==> config.mk <==
export PLATFORM = sky130hd
export DESIGN_NAME = tcw_ctrl
export DESIGN_NICKNAME = d
export VERILOG_FILES = /design/src/hdl/tcw_pkg.sv /design/src/hdl/tcw_ctrl.sv
export SDC_FILE = /design/constraint.sdc
export NUM_CORES = 1
export LEC_CHECK = 0
export ABC_CLOCK_PERIOD_IN_PS = 1500
export BUFFER_PORTS_ARGS = -buffer_cell sky130_fd_sc_hd__buf_4
export CORE_AREA = 2 2 39 41
export CTS_CLUSTER_DIAMETER = 60
export DETAILED_ROUTE_END_ITERATION = 16
export DIE_AREA = 0 0 41 43
export REMOVE_ABC_BUFFERS = 1
export SETUP_SLACK_MARGIN = 0.1
export SLEW_MARGIN = 10
export SYNTH_ARGS = -nofsm -noshare
export SYNTH_HDL_FRONTEND = slang
export SYNTH_SLANG_ARGS = --single-unit
==> constraint.sdc <==
create_clock -name clk_i -period 1.5 [get_ports clk_i]
set_clock_uncertainty 0.15 [all_clocks]
set_input_delay 0.075 -clock clk_i [delete_from_list [all_inputs] [get_ports clk_i]]
set_output_delay 0.075 -clock clk_i [all_outputs]
set_load 0.005 [all_outputs]
==> src/hdl/tcw_pkg.sv <==
`timescale 1ns / 1ps
// ----------------------------------------------------------------------------
// Text console character writer: shared definitions
// Request codes, character codes, field widths and the command and status
// bundles that join the controller to the datapath.
// ----------------------------------------------------------------------------
package tcw_pkg;

  // Default screen geometry.
  localparam int COLUMNS_DEF = 80;
  localparam int ROWS_DEF    = 25;

  // Fixed payload widths.
  localparam int REQ_W   = 2;
  localparam int CHAR_W  = 8;
  localparam int ATTR_W  = 8;
  localparam int IDX_W   = 11;
  localparam int CCOL_W  = 7;
  localparam int CROW_W  = 5;
  localparam int CELL_W  = 16;
  localparam int APB_DW  = 32;
  localparam int APB_AW  = 3;

  // Request codes.
  localparam logic [REQ_W-1:0] REQ_PUT  = 2'd0;
  localparam logic [REQ_W-1:0] REQ_FILL = 2'd1;
  localparam logic [REQ_W-1:0] REQ_READ = 2'd2;

  // Character codes with special meaning.
  localparam logic [CHAR_W-1:0] CH_SPACE     = 8'h20;
  localparam logic [CHAR_W-1:0] CH_NEWLINE   = 8'd10;
  localparam logic [CHAR_W-1:0] CH_BACKSPACE = 8'd8;

  // Attribute register reset value.
  localparam logic [ATTR_W-1:0] ATTR_RESET = 8'd15;

  // Commands from the controller to the datapath.
  typedef struct packed {
    logic load;       // capture the request fields
    logic put_char;   // write a printable character and advance
    logic newline;    // move to the start of the next line
    logic backspace;  // step back and blank the cell
    logic rd_cell;    // read one cell for the result
    logic home;       // cursor to the top left corner
    logic ptr_clr;    // restart the sweep pointer
    logic copy_rd;    // scroll: fetch the cell one row below
    logic blank_wr;   // scroll: blank one cell of the bottom text row
    logic fill_wr;    // fill: blank one cell with the fill attribute
  } tcw_cmd_t;

  // Status from the datapath to the controller.
  typedef struct packed {
    logic [REQ_W-1:0] req;
    logic             is_newline;
    logic             is_backspace;
    logic             wrap;
    logic             last_line;
    logic             copy_last;
    logic             blank_last;
    logic             fill_last;
  } tcw_sts_t;

endpackage

==> src/hdl/tcw_ctrl.sv <==
`timescale 1ns / 1ps
// ----------------------------------------------------------------------------
// Text console character writer: controller
// Sequences each request: capture, execute, and the scroll and fill sweeps.
// Raises the result strobe once the work of a request is complete.
// ----------------------------------------------------------------------------
module tcw_ctrl (
  input  logic              clk_i,
  input  logic              rst_ni,
  input  logic              start_i,
  input  tcw_pkg::tcw_sts_t sts_i,
  output tcw_pkg::tcw_cmd_t cmd_o,
  output logic              busy_o,
  output logic              done_o
);

  typedef enum logic [2:0] {
    ST_IDLE,
    ST_EXEC,
    ST_SCROLL_COPY,
    ST_SCROLL_TAIL,
    ST_SCROLL_BLANK,
    ST_FILL
  } state_e;

  state_e state_q, state_d;
  logic   done_q, done_d;

  // Next state and commands.
  always_comb begin
    state_d = state_q;
    done_d  = 1'b0;
    cmd_o   = '0;
    case (state_q)
      ST_IDLE: begin
        if (start_i) begin
          cmd_o.load = 1'b1;
          state_d    = ST_EXEC;
        end
      end
      ST_EXEC: begin
        case (sts_i.req)
          tcw_pkg::REQ_PUT: begin
            if (sts_i.is_newline) begin
              cmd_o.newline = 1'b1;
              if (sts_i.last_line) begin
                cmd_o.ptr_clr = 1'b1;
                state_d       = ST_SCROLL_COPY;
              end else begin
                done_d  = 1'b1;
                state_d = ST_IDLE;
              end
            end else if (sts_i.is_backspace) begin
              cmd_o.backspace = 1'b1;
              done_d          = 1'b1;
              state_d         = ST_IDLE;
            end else begin
              cmd_o.put_char = 1'b1;
              if (sts_i.wrap && sts_i.last_line) begin
                cmd_o.ptr_clr = 1'b1;
                state_d       = ST_SCROLL_COPY;
              end else begin
                done_d  = 1'b1;
                state_d = ST_IDLE;
              end
            end
          end
          tcw_pkg::REQ_FILL: begin
            cmd_o.home    = 1'b1;
            cmd_o.ptr_clr = 1'b1;
            state_d       = ST_FILL;
          end
          tcw_pkg::REQ_READ: begin
            cmd_o.rd_cell = 1'b1;
            done_d        = 1'b1;
            state_d       = ST_IDLE;
          end
          default: begin
            done_d  = 1'b1;
            state_d = ST_IDLE;
          end
        endcase
      end
      ST_SCROLL_COPY: begin
        cmd_o.copy_rd = 1'b1;
        if (sts_i.copy_last) begin
          state_d = ST_SCROLL_TAIL;
        end
      end
      ST_SCROLL_TAIL: begin
        // The last copied cell is written back in this cycle.
        state_d = ST_SCROLL_BLANK;
      end
      ST_SCROLL_BLANK: begin
        cmd_o.blank_wr = 1'b1;
        if (sts_i.blank_last) begin
          done_d  = 1'b1;
          state_d = ST_IDLE;
        end
      end
      ST_FILL: begin
        cmd_o.fill_wr = 1'b1;
        if (sts_i.fill_last) begin
          done_d  = 1'b1;
          state_d = ST_IDLE;
        end
      end
      default: begin
        state_d = ST_IDLE;
      end
    endcase
  end

  // State and result strobe.
  always_ff @(posedge clk_i or negedge rst_ni) begin
    if (!rst_ni) begin
      state_q <= ST_IDLE;
      done_q  <= 1'b0;
    end else begin
      state_q <= state_d;
      done_q  <= done_d;
    end
  end

  assign busy_o = (state_q != ST_IDLE);
  assign done_o = done_q;

  // The strobe appears only once the sequencer is back at rest.
  a_done_idle: assert property (@(posedge clk_i) disable iff (!rst_ni)
    done_q |-> state_q == ST_IDLE)
    else $error("result strobe while a request is still in progress");

  a_done_after_work: assert property (@(posedge clk_i) disable iff (!rst_ni)
    done_q |-> $past(state_q) != ST_IDLE)
    else $error("result strobe without a request being executed");

  a_accept: assert property (@(posedge clk_i) disable iff (!rst_ni)
    (state_q == ST_IDLE && start_i) |=> state_q == ST_EXEC)
    else $error("accepted request did not enter execution");

  a_tail: assert property (@(posedge clk_i) disable iff (!rst_ni)
    state_q == ST_SCROLL_TAIL |-> $past(state_q) == ST_SCROLL_COPY)
    else $error("scroll tail entered without a copy sweep");

endmodule

==> impl_metrics.env <==
export IMPL_ctsLongestPathBuffers=2
export IMPL_routed_wl_met2_um=538
export IMPL_synth_edff_count=0
export IMPL_dpl_hpwl_um=802
export IMPL_ys_seq_area_share_pct=29.0
export IMPL_fin_nets=91
export IMPL_cap_violations=0
export IMPL_synth_flop_cell="dfrtp_1"
export IMPL_antenna_found_initial=0
export IMPL_synth_fa_ha_area_share_pct=0
export IMPL_synth_xor_area_share_pct=0
export IMPL_r2r_start="state_q[1]$_DFFE_PN0P_"
export IMPL_drc=0
export IMPL_peakVddDrop_v=0.000550
export IMPL_post_route_period_util_pct=126
export IMPL_clock_fmax_mhz=530
export IMPL_synth_area_mux_share_pct=3.26
export IMPL_die_y_um=43
export IMPL_synth_top_family_by_area="simple AND/OR/NAND/NOR gates"
export IMPL_wl_met1_um=385
export IMPL_initial_core_util_pct=25.0
export IMPL_synth_cell_types=25
export IMPL_startpoint_type="flip-flop"
export IMPL_dieArea_um2=1760
export IMPL_synth_compound_area_share_pct=19.9
export IMPL_clkSinkCount=4
export IMPL_hold_violations=0
export IMPL_synthArstFlopShare_pct=100
export IMPL_routed_top_layer="met4"
export IMPL_pwr_density_cell_nw_per_um2=1430
export IMPL_port_buffers=23
export IMPL_grt_use_total_pct=14.5
export IMPL_syn_to_final_growth_pct=101
export IMPL_worst_slew_pin_slew_ns=0.254
export IMPL_period_minus_slack_ns=1.89
export IMPL_rsz0062_at_grt="yes"
export IMPL_crit_chain="or3b_4 > or3_4 > nor3b_2 > buf_4"
export IMPL_drt_wl_total_mm=1.07
export IMPL_place_area_um2=564
export IMPL_worst_r2r_setup_slack_ns=0.02
export IMPL_netlist_area_um2=345
export IMPL_vias_per_cell=4.90
export IMPL_drt_wirelength_per_cell_um=11.5
export IMPL_dp_cells=84
export IMPL_fp_coreArea_um2=1380
export IMPL_root_buffer="clkbuf_4"
export IMPL_clock_latency_ns=0.24
export IMPL_met3_length_um=134
export IMPL_min_path_type="in2async"
export IMPL_critPathKind="reg2out"
export IMPL_final_setup_viol_count=8
export IMPL_timing_rr_end="state_q[1]$_DFFE_PN0P_"
export IMPL_die_w_um=41
export IMPL_cts_tree="built"
export IMPL_yosysTopAreaCellShare_pct=29.0
export IMPL_htree_levels=1
export IMPL_cp_max_fo=4
export IMPL_synth_warnings=0
export IMPL_synth_avg_cell_area_um2=8.42
export IMPL_synthSimpleGateAreaFrac_pct=39.1
export IMPL_critical_path_startpoint="state_q[1]$_DFFE_PN0P_"
export IMPL_fin_cells=93
export IMPL_overflow=0
export IMPL_cp_required_ns=1.27
export IMPL_clkTransAtPathRegs_ns=0.04
export IMPL_ios=24
export IMPL_cp_end_kind="output pin"
export IMPL_drive_gt1_share_pct=62.3
export IMPL_synthTopCellsByArea="dfrtp_1 (29%), inv_1 (5.4%), nor2_1 (5.4%), nor3b_1 (4.3%), nor2b_1 (3.6%)"
export IMPL_grt_pass1_wl_mm=1.74
export IMPL_gp_congestion=0.693
export IMPL_postLayoutSetupSlackWorst_ns=-0.387
export IMPL_utilization_pct=50.1
export IMPL_arrival_ns=1.66
export IMPL_grt_pass1_vias=430
export IMPL_synth_cells=41
export IMPL_layout_area_seq_um2=100
export IMPL_nFillCells=156
export IMPL_n_antenna_cell=0
export IMPL_ys_ff_latch=4
export IMPL_numCtsBuffers=3
export IMPL_num_vias=456
export IMPL_synth_commonest_cells="inv_1 (5), nor2_1 (5), dfrtp_1 (4)"
export IMPL_slowest_stage="or3b_4"
export IMPL_multi_input_area_um2=259
export IMPL_rows=14
export IMPL_max_stage_delay_ns=0.40
export IMPL_p_leak_uw=0.000339
export IMPL_grt_max_degree=9
export IMPL_drt_pass1_iterations=5
export IMPL_timing_final_max_slew_violations=0
export IMPL_violations="setup timing"
export IMPL_outcome="complete, but fails checks"
export IMPL_r2r_cells=3
export IMPL_fin_area_um2=693
export IMPL_drt_iter0_drc=6
export IMPL_yosys_area_top_type="dfrtp_1"
export IMPL_ant_nets=0
export IMPL_slew_headroom_pct=83.0
==> through the flow <==
step / setup slack, ns / power [µW] / hold WS, ns / TNS (ns)
floorplan: -0.0869 / 438 / -0.371 / -0.238
global placement: -0.106 / 716 / -0.277 / -0.251
detailed placement: -0.142 / 718 / -0.277 / -0.334
CTS: -0.402 / 914 / 0.0125 / -1.71
global route: -0.461 / 1080 / 0.0274 / -2.43
finish: -0.387 / 993 / 0.0217 / -1.84
==> placed cells by master (no fill, tap or decap), types with 3 or more instances in the layout <==
cell and count:
clkbuf_4 3, nor2_1 4, inv_1 5, dlygate4sd3_1 4
buf_4 28, dfrtp_1 4, nor3b_2 3
==> power by group <==
part | internal [µW] | switching, µW | total, µW
registers | 153 | 22.8 | 175
clock network | 89.7 | 47.2 | 137
logic | 395 | 285 | 680
total | 638 | 355 | 993
==> worst max-delay path by stage <==
stage	end	slack, ns
after floorplan	cmd_o[8]	-0.09
after global placement	cmd_o[6]	-0.11
after detailed placement	cmd_o[8]	-0.14
after CTS	cmd_o[6]	-0.40
after global routing	cmd_o[6]	-0.46
final	cmd_o[6]	-0.39
==> cells by family after synthesis <==
family / count (synthesis)
AND/OR/NAND/NOR: 20
multiplexers: 1
buffers and inverters: 6
AO/OA/AOI/OAI: 10
flip-flops: 4
==> registers in the layout (all words and copies together) (netlist names) <==
signal and count:
done_o 1, state_q 3
==> final cells by class <==
| cell class | count | share of cell area [%] |
|---|---|---|
| inverter | 5 | 2.71 |
| multi-input combinational | 31 | 37.4 |
| sequential | 4 | 14.4 |
| timing repair buffer | 34 | 39.4 |
| tap | 16 | 2.89 |
| clock buffer | 3 | 3.25 |
==> what timing repair did <==
action                                  in CTS  in global routing
pin swaps                                    1                  2
gates cloned                                 0                  0
endpoints found under the hold margin        7                  0
hold buffers                                 4                  0
gates resized for setup                      5                  7
endpoints found under the setup margin      10                 13
setup buffers                                1                  1
==> routing by layer <==
metal / track usage, % / vias to the layer above
li1: - / 219
met1: 16.0 / 208
met2: 23.8 / 26
met3: 6.81 / 3
met4: 4.00 / 0
met5: 0 / -
==> critical path, delay by kind of cell (launching register included) <==
kind	cells	cell delay (ns)
simple gates	3	0.94
flops	1	0.37
buf+inv	1	0.13
No activity file was read; power rests on OpenSTA's default activity.
